[src/hw/rtl/spq_pkg.sv]
// ----------------------------------------------------------------------------
// Sorted priority queue package
// Shared defaults, operation and status codes, and the cell control struct.
// ----------------------------------------------------------------------------
package spq_pkg;

  localparam int CAPACITY_DEF     = 16;
  localparam int VALUE_WIDTH_DEF  = 16;
  localparam int WEIGHT_WIDTH_DEF = 16;

  // operation codes carried in the mode field
  localparam logic MODE_JOIN  = 1'b0;
  localparam logic MODE_LEAVE = 1'b1;

  // result status codes
  localparam logic [1:0] ST_OK    = 2'd0;
  localparam logic [1:0] ST_EMPTY = 2'd1;
  localparam logic [1:0] ST_FULL  = 2'd2;

  // broadcast control from the queue controller to every cell
  typedef struct packed {
    logic join_op;
    logic leave_op;
  } cell_ctrl_t;

endpackage

[src/hw/rtl/spq_if.sv]
// ----------------------------------------------------------------------------
// Sorted priority queue channels
// Request and response channels with valid/ready handshake.
// ----------------------------------------------------------------------------
interface spq_req_if #(
  parameter int VALUE_WIDTH  = spq_pkg::VALUE_WIDTH_DEF,
  parameter int WEIGHT_WIDTH = spq_pkg::WEIGHT_WIDTH_DEF
);
  logic                           valid;
  logic                           ready;
  logic                           mode;
  logic        [VALUE_WIDTH-1:0]  item_value;
  logic signed [WEIGHT_WIDTH-1:0] priority_req;

  modport source (output valid, mode, item_value, priority_req, input ready);
  modport sink   (input valid, mode, item_value, priority_req, output ready);
endinterface

interface spq_rsp_if #(
  parameter int VALUE_WIDTH = spq_pkg::VALUE_WIDTH_DEF,
  parameter int COUNT_WIDTH = $clog2(spq_pkg::CAPACITY_DEF + 1)
);
  logic                   valid;
  logic                   ready;
  logic [VALUE_WIDTH-1:0] out_value;
  logic [1:0]             status;
  logic                   is_empty;
  logic [COUNT_WIDTH-1:0] fill_count;

  modport source (output valid, out_value, status, is_empty, fill_count, input ready);
  modport sink   (input valid, out_value, status, is_empty, fill_count, output ready);
endinterface

[src/hw/rtl/spq_cell.sv]
// ----------------------------------------------------------------------------
// Sorted priority queue cell
// Holds one entry; on a join it keeps, takes the new entry or takes its left
// neighbor; on a leave it takes its right neighbor.
// ----------------------------------------------------------------------------
module spq_cell #(
  parameter int VALUE_WIDTH  = spq_pkg::VALUE_WIDTH_DEF,
  parameter int WEIGHT_WIDTH = spq_pkg::WEIGHT_WIDTH_DEF
) (
  input  logic                           clk,
  input  logic                           rst,
  input  spq_pkg::cell_ctrl_t            ctrl,
  input  logic        [VALUE_WIDTH-1:0]  new_value,
  input  logic signed [WEIGHT_WIDTH-1:0] new_weight,
  input  logic                           left_ins,
  input  logic                           left_valid,
  input  logic        [VALUE_WIDTH-1:0]  left_value,
  input  logic signed [WEIGHT_WIDTH-1:0] left_weight,
  input  logic                           right_valid,
  input  logic        [VALUE_WIDTH-1:0]  right_value,
  input  logic signed [WEIGHT_WIDTH-1:0] right_weight,
  output logic                           ins,
  output logic                           valid,
  output logic        [VALUE_WIDTH-1:0]  value,
  output logic signed [WEIGHT_WIDTH-1:0] weight
);

  // new entry belongs at or before this slot
  assign ins = !valid || (new_weight > weight);

  always_ff @(posedge clk) begin
    if (rst) begin
      valid <= 1'b0;
    end else if (ctrl.join_op) begin
      if (left_ins) begin
        valid <= left_valid;
      end else if (ins) begin
        valid <= 1'b1;
      end
    end else if (ctrl.leave_op) begin
      valid <= right_valid;
    end
  end

  always_ff @(posedge clk) begin
    if (ctrl.join_op) begin
      if (left_ins) begin
        value  <= left_value;
        weight <= left_weight;
      end else if (ins) begin
        value  <= new_value;
        weight <= new_weight;
      end
    end else if (ctrl.leave_op) begin
      value  <= right_value;
      weight <= right_weight;
    end
  end

endmodule

[src/hw/rtl/sorted_priority_queue_core.sv]
// ----------------------------------------------------------------------------
// Sorted priority queue core
// Max-first priority queue built as a row of shifting cells.
// ----------------------------------------------------------------------------
// The queue holds up to CAPACITY entries, each a value with a signed weight,
// kept in a row of cells sorted largest weight first; equal weights leave in
// arrival order. A join request broadcasts the new entry to every cell, each
// cell compares it with its own weight, and the cells behind the insertion
// point shift one place right while the insertion cell captures the new
// entry. A leave shifts every cell one place left and returns the front
// value. Every request passes through the cell row and produces exactly one
// response, loaded into the response register in the next cycle; a new
// request is taken every cycle as long as the response register is empty or
// is being drained in the same cycle, so the sustained rate is one transfer
// per clock. A leave on an empty queue returns the empty status, a join on a
// full queue is dropped with the full status; both leave the queue unchanged.
// There is no clearing pass: reset empties the queue at once.
// ----------------------------------------------------------------------------
module sorted_priority_queue_core #(
  parameter int CAPACITY     = spq_pkg::CAPACITY_DEF,
  parameter int VALUE_WIDTH  = spq_pkg::VALUE_WIDTH_DEF,
  parameter int WEIGHT_WIDTH = spq_pkg::WEIGHT_WIDTH_DEF
) (
  input logic     clk,
  input logic     rst,
  spq_req_if.sink req,
  spq_rsp_if.source rsp
);

  localparam int COUNT_WIDTH = $clog2(CAPACITY + 1);

  // row of cells
  logic        [CAPACITY-1:0]     c_valid;
  logic        [CAPACITY-1:0]     c_ins;
  logic        [VALUE_WIDTH-1:0]  c_value  [CAPACITY];
  logic signed [WEIGHT_WIDTH-1:0] c_weight [CAPACITY];

  logic [COUNT_WIDTH-1:0] count;
  logic [COUNT_WIDTH-1:0] count_next;

  logic                 req_xfer;
  logic                 rsp_xfer;
  logic                 is_full;
  logic                 is_none;
  spq_pkg::cell_ctrl_t  ctrl;

  // take a request whenever the response register frees up this cycle
  assign req.ready = !rsp.valid || rsp.ready;
  assign req_xfer  = req.valid && req.ready;
  assign rsp_xfer  = rsp.valid && rsp.ready;

  assign is_full = (count == COUNT_WIDTH'(CAPACITY));
  assign is_none = (count == '0);

  // drop operations that would overflow or underflow
  assign ctrl.join_op  = req_xfer && (req.mode == spq_pkg::MODE_JOIN) && !is_full;
  assign ctrl.leave_op = req_xfer && (req.mode == spq_pkg::MODE_LEAVE) && !is_none;

  genvar gi;
  generate
    for (gi = 0; gi < CAPACITY; gi++) begin : g_cell
      logic                           l_ins;
      logic                           l_valid;
      logic        [VALUE_WIDTH-1:0]  l_value;
      logic signed [WEIGHT_WIDTH-1:0] l_weight;
      logic                           r_valid;
      logic        [VALUE_WIDTH-1:0]  r_value;
      logic signed [WEIGHT_WIDTH-1:0] r_weight;

      // front cell has no left neighbor: nothing shifts into it on a join
      if (gi == 0) begin : g_front
        assign l_ins    = 1'b0;
        assign l_valid  = 1'b0;
        assign l_value  = '0;
        assign l_weight = '0;
      end else begin : g_mid_l
        assign l_ins    = c_ins[gi-1];
        assign l_valid  = c_valid[gi-1];
        assign l_value  = c_value[gi-1];
        assign l_weight = c_weight[gi-1];
      end

      // back cell empties on a leave
      if (gi == CAPACITY - 1) begin : g_back
        assign r_valid  = 1'b0;
        assign r_value  = '0;
        assign r_weight = '0;
      end else begin : g_mid_r
        assign r_valid  = c_valid[gi+1];
        assign r_value  = c_value[gi+1];
        assign r_weight = c_weight[gi+1];
      end

      spq_cell #(
        .VALUE_WIDTH (VALUE_WIDTH),
        .WEIGHT_WIDTH(WEIGHT_WIDTH)
      ) u_cell (
        .clk         (clk),
        .rst         (rst),
        .ctrl        (ctrl),
        .new_value   (req.item_value),
        .new_weight  (req.priority_req),
        .left_ins    (l_ins),
        .left_valid  (l_valid),
        .left_value  (l_value),
        .left_weight (l_weight),
        .right_valid (r_valid),
        .right_value (r_value),
        .right_weight(r_weight),
        .ins         (c_ins[gi]),
        .valid       (c_valid[gi]),
        .value       (c_value[gi]),
        .weight      (c_weight[gi])
      );
    end
  endgenerate

  // occupancy after this request
  always_comb begin
    count_next = count;
    if (ctrl.join_op) begin
      count_next = count + COUNT_WIDTH'(1);
    end else if (ctrl.leave_op) begin
      count_next = count - COUNT_WIDTH'(1);
    end
  end

  always_ff @(posedge clk) begin
    if (rst) begin
      count <= '0;
    end else begin
      count <= count_next;
    end
  end

  // response register: hold until transferred, load on every request
  always_ff @(posedge clk) begin
    if (rst) begin
      rsp.valid <= 1'b0;
    end else if (req_xfer) begin
      rsp.valid <= 1'b1;
    end else if (rsp_xfer) begin
      rsp.valid <= 1'b0;
    end
  end

  always_ff @(posedge clk) begin
    if (req_xfer) begin
      rsp.out_value  <= ctrl.leave_op ? c_value[0] : '0;
      rsp.is_empty   <= (count_next == '0);
      rsp.fill_count <= count_next;
      priority if (req.mode == spq_pkg::MODE_JOIN && is_full) begin
        rsp.status <= spq_pkg::ST_FULL;
      end else if (req.mode == spq_pkg::MODE_LEAVE && is_none) begin
        rsp.status <= spq_pkg::ST_EMPTY;
      end else begin
        rsp.status <= spq_pkg::ST_OK;
      end
    end
  end

  // occupied cells form a solid block at the front of the row
  a_count_matches_cells: assert property (@(posedge clk) disable iff (rst)
    count == COUNT_WIDTH'($countones(c_valid)))
    else $error("occupancy disagrees with valid cells");

  a_front_valid: assert property (@(posedge clk) disable iff (rst)
    c_valid[0] == (count != '0))
    else $error("front cell valid disagrees with occupancy");

  a_full_join_holds: assert property (@(posedge clk) disable iff (rst)
    (req_xfer && req.mode == spq_pkg::MODE_JOIN && is_full) |=>
      (count == $past(count) && rsp.status == spq_pkg::ST_FULL))
    else $error("dropped join changed the queue");

  a_leave_ok: assert property (@(posedge clk) disable iff (rst)
    (req_xfer && req.mode == spq_pkg::MODE_LEAVE && !is_none) |=>
      (rsp.valid && rsp.status == spq_pkg::ST_OK && rsp.out_value == $past(c_value[0])))
    else $error("leave did not return the front entry");

endmodule

[src/flat_wrapper.sv]
// flat-port wrapper written by rule: the top's interface ports become plain ports
module sorted_priority_queue_core_flat 
#(
  parameter int CAPACITY     = spq_pkg::CAPACITY_DEF,
  parameter int VALUE_WIDTH  = spq_pkg::VALUE_WIDTH_DEF,
  parameter int WEIGHT_WIDTH = spq_pkg::WEIGHT_WIDTH_DEF
)
  (clk, rst, req_valid, req_mode, req_item_value, req_priority_req, req_ready, rsp_valid, rsp_out_value, rsp_status, rsp_is_empty, rsp_fill_count, rsp_ready);
  spq_req_if #(.VALUE_WIDTH(VALUE_WIDTH), .WEIGHT_WIDTH(WEIGHT_WIDTH)) req_i ();
  spq_rsp_if #(.VALUE_WIDTH(VALUE_WIDTH), .COUNT_WIDTH(($clog2(spq_pkg::CAPACITY_DEF + 1)))) rsp_i ();
  input logic clk;
  input logic rst;
  input wire logic [$bits(req_i.valid)-1:0] req_valid;
  input wire logic [$bits(req_i.mode)-1:0] req_mode;
  input wire logic [$bits(req_i.item_value)-1:0] req_item_value;
  input wire logic [$bits(req_i.priority_req)-1:0] req_priority_req;
  output wire logic [$bits(req_i.ready)-1:0] req_ready;
  output wire logic [$bits(rsp_i.valid)-1:0] rsp_valid;
  output wire logic [$bits(rsp_i.out_value)-1:0] rsp_out_value;
  output wire logic [$bits(rsp_i.status)-1:0] rsp_status;
  output wire logic [$bits(rsp_i.is_empty)-1:0] rsp_is_empty;
  output wire logic [$bits(rsp_i.fill_count)-1:0] rsp_fill_count;
  input wire logic [$bits(rsp_i.ready)-1:0] rsp_ready;
  assign req_i.valid = req_valid;
  assign req_i.mode = req_mode;
  assign req_i.item_value = req_item_value;
  assign req_i.priority_req = req_priority_req;
  assign req_ready = req_i.ready;
  assign rsp_valid = rsp_i.valid;
  assign rsp_out_value = rsp_i.out_value;
  assign rsp_status = rsp_i.status;
  assign rsp_is_empty = rsp_i.is_empty;
  assign rsp_fill_count = rsp_i.fill_count;
  assign rsp_i.ready = rsp_ready;
  sorted_priority_queue_core #(.CAPACITY(CAPACITY), .VALUE_WIDTH(VALUE_WIDTH), .WEIGHT_WIDTH(WEIGHT_WIDTH)) u_core (.clk(clk), .rst(rst), .req(req_i), .rsp(rsp_i));
endmodule
[config.mk]
export PLATFORM = sky130hd
export DESIGN_NAME = sorted_priority_queue_core_flat
export DESIGN_NICKNAME = d
export VERILOG_FILES = /design/src/hw/rtl/spq_pkg.sv /design/src/hw/rtl/spq_if.sv /design/src/hw/rtl/spq_cell.sv /design/src/hw/rtl/sorted_priority_queue_core.sv /design/src/flat_wrapper.sv
export SDC_FILE = /design/constraint.sdc
export NUM_CORES = 2
export LEC_CHECK = 0
export BUFFER_PORTS_ARGS = -buffer_cell sky130_fd_sc_hd__buf_2
export CORE_MARGIN = 2
export CORE_UTILIZATION = 45
export DETAILED_ROUTE_END_ITERATION = 6
export PLACE_DENSITY_LB_ADDON = 0.25
export RECOVER_POWER = 100
export SLEW_MARGIN = 20
export SYNTH_ARGS = -nofsm -noshare
export SYNTH_HDL_FRONTEND = slang
export SYNTH_SLANG_ARGS = --single-unit
export TNS_END_PERCENT = 20
[constraint.sdc]
create_clock -name clk -period 5.9 [get_ports clk]
set_input_delay 0 -clock clk [delete_from_list [all_inputs] [get_ports clk]]
set_output_delay 0 -clock clk [all_outputs]
set_load 0.01 [all_outputs]
## After elaboration in Yosys (flattened, before gate mapping)

Cells that the tools add are included.

- Register bits after elaboration: 558
- Input port bits: 37

- Add/subtract/negate cells: 2
- Order comparisons: 16
- Equality and inequality tests: 17
- Muxes and demuxes: 193
- Bitwise logic cells: 1
- Reductions and logical operators: 64

Operators by type and width:

| kind | count |
|---|---|
| 16-bit 2-to-1 mux | 125 |
| 16-bit greater-than comparator | 16 |
| 1-bit 2-to-1 mux | 66 |
| 3-bit != test (second input constant) | 15 |
| 2-bit AND reduction | 16 |
| 1-bit zero test | 19 |
| 1-bit logical OR | 17 |
| 5-bit zero test | 2 |
| 5-bit 2-to-1 mux | 2 |
| 1-bit logical AND | 8 |
| 5-bit by 1-bit adder with 5-bit output (second input constant) | 1 |
| 5-bit equality test (second input constant) | 1 |
| 5-bit by 1-bit subtractor with 5-bit output (second input constant) | 1 |
| 2-bit nonzero test | 2 |
| 2-bit != test (second input constant) | 1 |
| 1-bit inverter | 1 |

## Depth between registers and ports, before layout

- Depth in word-level cells: 8
- Depth in mapped cells: 12
- Mapped depth without buffers: 9

## Hierarchy

Synthesis repeated with hierarchy kept, for this count alone.

- Cells, all modules: 3,450
- Area total of the unflattened synthesis: 35,846.9 um2

Modules (own cells, without submodules):

| module | times used | cells each | area an instance (um2) | seq. area each (um2) |
|---|---|---|---|---|
| spq_cell at u_core.g_cell[0].u_cell ... | 10 | 211 | 2,182.1 | 980.9 |
| spq_cell at u_core.g_cell[4].u_cell ... | 6 | 206 | 2,109.5 | 980.9 |
| sorted_priority_queue_core | 1 | 104 | 1,368.8 | 840.8 |

## Worst setup path after synthesis

Ideal clock, no wire load.

- Kind: register to register
- Start: register u_core.g_cell[12].u_cell.weight[15]
- End: register u_core.g_cell[12].u_cell.value[0], enable pin
- Arrival time: 4.372 ns
- Slack: 1.063 ns
- Stages on the path, launching flop included: 11
- Path through: edfxtp_1 inv_1 ha_1 nand4_4 nor4_4 a21boi_2 nor3b_1 a2bb2oi_2 buf_6 a2111oi_0 o21ai_0

- Longest elaborated chain between the ends: 4

RTL lines:

| what | line | source |
|---|---|---|
| from (decl) | spq_cell.sv:25 | `output logic signed [WEIGHT_WIDTH-1:0] weight` |
| from (signal assigned) | spq_cell.sv:49 | `weight <= left_weight;` |
| from (signal assigned) | spq_cell.sv:52 | `weight <= new_weight;` |
| from (signal assigned) | spq_cell.sv:56 | `weight <= right_weight;` |
| 16-bit greater-than comparator | spq_cell.sv:29 | `assign ins = !valid \|\| (new_weight > weight);` |
| 1-bit logical OR | spq_cell.sv:29 |  |
| 3-bit != test (no line) | n/a |  |
| 2-bit AND reduction (no line) | n/a |  |
| to (signal assigned) | spq_cell.sv:48 | `value <= left_value;` |
| to (signal assigned) | spq_cell.sv:51 | `value <= new_value;` |
| to (signal assigned) | spq_cell.sv:55 | `value <= right_value;` |
| to (decl) | spq_cell.sv:24 | `output logic [VALUE_WIDTH-1:0] value,` |

Every way passes these cells.
A chain may end at the register's enable or synchronous reset.

## Worst setup path after layout

- Start: input port req_priority_req[0]
- End: register u_core.g_cell[5].u_cell.weight[1], enable pin

- Longest elaborated chain between the ends: 4
- Elaborated cells between the ends (all ways): 6
- Those cells by class: order compare (2); eq/ne (1); reduce/logical (3)

RTL lines:

| what | line | source |
|---|---|---|
| from (decl) | flat_wrapper.sv:16 | `input wire logic [$bits(req_i.priority_req)-1:0] req_priority_req;` |
| 16-bit greater-than comparator | spq_cell.sv:29 |  |
| 1-bit logical OR | spq_cell.sv:29 |  |
| 3-bit != test (no line) * | n/a |  |
| 2-bit AND reduction (no line) * | n/a |  |
| to (signal assigned) | spq_cell.sv:49 |  |
| to (signal assigned) | spq_cell.sv:52 |  |
| to (signal assigned) | spq_cell.sv:56 |  |
| to (decl) | spq_cell.sv:25 |  |

Every way passes the cells marked *; elsewhere a longest branch is shown, timed or not.

==> flow_metrics.py <==
metrics = {
    "floorplanning": {
        "rows": 103,
        "die-area_sq_um": 81750,
        "dieHeight_um": 285.9,
        "die_w_um": 285.9,
        "boundaryPins": 63,
        "start_util": 0.4535,
        "fp.coreArea_sq_um": 78870,
    },
    "synth": {
        "synth.avg_cell_area_sq_um": 9.729,
        "ys_types": 71,
        "yosys_most_used_dff": "edfxtp_1",
        "yosys_warnings": 0,
        "syn_inst": 3676,
        "async_reset_ff_frac": 0,
        "synth_top_cell_area_share": 0.4500,
        "yosys-top-cells-area": "edfxtp_1 (45%), ha_1 (9.0%), nand2_1 (4.5%)",
        "synth-seq-cells": 558,
        "synth-seq-area-share": 0.4624,
        "synth_top_cell_by_area": "edfxtp_1",
        "syn_area_sq_um": 35760,
        "synth_edf_count": 536,
        "syn-num-nets": 3971,
    },
    "critical_path": {
        "crit_required_ps": 6260,
        "critical_path_arrival_ps": 5110,
        "crit_chain": "dlygate4sd3_1, clkbuf_1, inv_1, ha_1, nand4_1, o22ai_1, a22o_1, clkbuf_1, nor2b_1, o21ai_4, buf_16",
        "r2r_slack_ps": 1210,
        "regToRegStartpoint": "u_core.count[1]$_SDFF_PP0_",
        "cpPeakStageDelay_ps": 1220,
        "worst_setup_path_start_kind": "input pin",
        "worstPathMaxFanout": 23,
        "path_class": "input pin to flip-flop",
        "timing.rr.end": "u_core.g_cell[5].u_cell.weight[6]$_DFFE_PP_",
        "cp_common_cell": "clkbuf_1",
        "slowest_stage": "clkbuf_1",
        "end_kind": "flip-flop",
        "worstRegToRegCells": 9,
    },
    "clock_network": {
        "clock_latency_ps": 620,
        "clockRootBuffer": "clkbuf_16",
        "clockBufferDepth": 3,
        "clock-sinks": 558,
        "htree_num_levels": 3,
        "cts_tree": "done",
        "clkTransAtPathRegs_ps": 50,
        "postCtsSetupRepairBufs": 0,
        "cts_buffers": 69,
    },
    "place": {
        "io_buffers": 62,
        "preCtsSetupSlack_ps": 1815,
        "place_hpwl_mm": 72.91,
        "gp_congestion": 0.8733,
    },
    "final_layout": {
        "antenna-diode-count": 0,
        "area_delta_synth_final_pct": 9.631,
        "seqCellArea_sq_um": 16540,
        "nets": 3894,
        "fillers": 7284,
        "drive_above_1_share": 0.07745,
        "multi_input_area_sq_um": 17160,
        "utilization": 0.4971,
    },
    "timing": {
        "layout_setup_ws_ps": 1149,
        "tightest_slew_ps": 2246,
        "setup_viol": 0,
        "hold_violations": 0,
        "hold_ws_ps": 33.67,
        "max_freq_mhz": 210.5,
        "fin_crit_sh": 0.8053,
        "min_period_ps": 4751,
        "fin_skew_ps": 21.78,
        "relSlewSlack": -0.4971,
        "slew_viol_final": 567,
        "tns_ps": 0,
        "rsz0062_at_grt": "false",
    },
    "drt": {
        "m1WireLength_mm": 47.32,
        "dr.max_layer_used": "met4",
        "initialDrtViolationCount": 2961,
        "vias_per_cell": 6.182,
        "wire_per_inst_um": 21.94,
        "drt_first_pass_iters": 6,
        "routed_wl_mm": 103.2,
        "drc": 0,
        "routed-wl-met3_mm": 8.269,
        "vias": 29081,
        "ant_nets": 0,
        "dr_wl_met2_mm": 44.71,
    },
    "outcome": {
        "violations": "max-capacitance violations, max-slew violations",
        "status": "finished, violations left",
    },
    "pwr": {
        "p_sw_mw": 4.059,
        "combPwrFrac": 0.229,
        "p_clk_frac": 0.324,
        "powerDensity_nw_per_um2": 321.6,
        "p_seq_frac": 0.447,
        "switching_share": 0.3219,
        "finalPower_mw": 12.61,
        "power.internal_mw": 8.551,
        "irDropWorstVdd_v": 0.0002140,
        "leakage_nw": 15.05,
    },
    "worst_hold_path": {
        "min_to": "u_core.g_cell[12].u_cell.weight[5]$_DFFE_PP_",
        "hold_depth": 3,
        "min_from": "req_priority_req[5]",
        "hold_class": "input pin to flip-flop",
    },
    "global_route": {
        "grtUsageTotal": 0.2462,
        "grt_pass1_wl_mm": 159.1,
        "grt_pass1_vias": 26700,
        "antenna_found_initial": 0,
        "grt_overflow": 0,
        "grt_max_degree": 169,
    },
    "job": {
        "max_cap_viol_count": 12,
    },
}
[cells in the mapped netlist, types with 127 or more instances]
library cell  instances
o211ai_1            155
o21ai_0             127
clkbuf_1            245
mux2i_1             129
edfxtp_1            536
inv_1               269
nand3_1             183
ha_1                258
nor2_1              275
nand2_1             432
a21oi_1             179
nor3_1              168
[flip-flops by register name, indices dropped and copies added (netlist names)]
name                         cells
u_core.rsp.status                2
u_core.g_cell.u_cell.valid      16
u_core.rsp.fill_count            5
u_core.rsp.valid                 1
u_core.g_cell.u_cell.value     256
u_core.count                     5
u_core.rsp.out_value            16
u_core.g_cell.u_cell.weight    256
u_core.rsp.is_empty              1
[timing repair]
| action | CTS | global route |
|---|---|---|
| hold buffers | 21 | 0 |
| hold endpoints to repair | 98 | 0 |
| resized for setup | 0 | 0 |
[stage by stage]
| stage | cell area, sq um | instances |
|---|---|---|
| floorplan | 35760 | 3676 |
| global placement | 36990 | 4551 |
| detailed placement | 37020 | 4552 |
| CTS | 39370 | 4699 |
| global route | 39210 | 4704 |
| finish | 39210 | 4704 |
[layout make-up]
type | instances | area share
Clock buffer | 91 | 0.04742
Clock inverter | 35 | 0.007052
Inverter | 270 | 0.02585
Multi-Input combinational cell | 2555 | 0.4376
Sequential cell | 558 | 0.4218
Tap cell | 1050 | 0.03351
Timing Repair Buffer | 145 | 0.02677
[kinds of logic (layout without fill, tap and decap cells)]
group                      Yosys count  after routing  synth area share
DFF                                558            558            0.4624
buffers and inverters              563            541           0.06084
muxes                              192            192           0.05888
and+or+nand+nor                   1224           1224            0.1549
xor gates and xnor gates             4              4         0.0009797
adders and majority gates          258            258           0.09026
AOI/OAI and AO/OA                  877            877            0.1718
[power by group through the flow]
stage                     logic [mW]  registers [mW]  clock network [mW]
after floorplan                 2.03            5.57                   0
after global placement          2.82            5.67                   0
after detailed placement        2.88            5.69                   0
after CTS                       2.90            5.62                4.14
after global routing            3.22            5.69                4.28
final                           2.89            5.63                4.09
[cells in the final DEF (no fill, tap or decap), types with 9 or more instances in the layout]
cell	instances
clkinv_1	14
and2_0	15
inv_1	269
a21o_1	14
nor3_1	167
a31oi_1	19
dfxtp_1	19
clkbuf_1	56
nand3_1	183
o221ai_1	91
nor2_1	275
a221oi_1	9
a211oi_1	74
nor4_1	9
mux2_2	35
clkbuf_16	69
buf_4	37
a21oi_1	175
ha_1	258
clkinv_2	13
o211ai_1	155
o21a_1	9
mux2_4	22
a22oi_1	34
nand4_1	80
nor2b_1	18
buf_2	35
edfxtp_1	536
dlygate4sd3_1	21
mux2i_1	129
a2111oi_0	59
o21ai_0	152
a2111oi_2	10
a311oi_1	10
nand2_1	431
[how the worst max path moves through the flow]
stage / start / endpoint / slack [ps] / cells after the start
3_5_place_dp: req_priority_req[10] / u_core.g_cell[9].u_cell.value[8]$_DFFE_PP_ / 1810 / 10
4_1_cts: u_core.g_cell[8].u_cell.weight[7]$_DFFE_PP_ / u_core.g_cell[9].u_cell.value[6]$_DFFE_PP_ / 1860 / 10
6_report: req_priority_req[0] / u_core.g_cell[5].u_cell.weight[1]$_DFFE_PP_ / 1150 / 11
5_1_grt: req_priority_req[0] / u_core.g_cell[5].u_cell.weight[1]$_DFFE_PP_ / 850 / 11
2_1_floorplan: u_core.g_cell[12].u_cell.weight[15]$_DFFE_PP_ / u_core.g_cell[12].u_cell.value[0]$_DFFE_PP_ / 1060 / 10
3_3_place_gp: req_priority_req[14] / u_core.g_cell[9].u_cell.value[8]$_DFFE_PP_ / 1860 / 10
[routing by layer]
metal | vias up | global-route usage
met5 | - | 0
met4 | 0 | 0.07421
met3 | 167 | 0.03557
met2 | 1223 | 0.3667
met1 | 14053 | 0.3696
li1 | 13638 | -
[worst max-delay path, delay by kind of cell]
| family | cells | cell delay (ps) |
|---|---|---|
| AOI/OAI and AO/OA | 3 | 980 |
| adders and majority gates | 1 | 480 |
| and+or+nand+nor | 2 | 440 |
| buffers and inverters | 5 | 3170 |
Note: power is estimated with default switching activity, not from simulation.
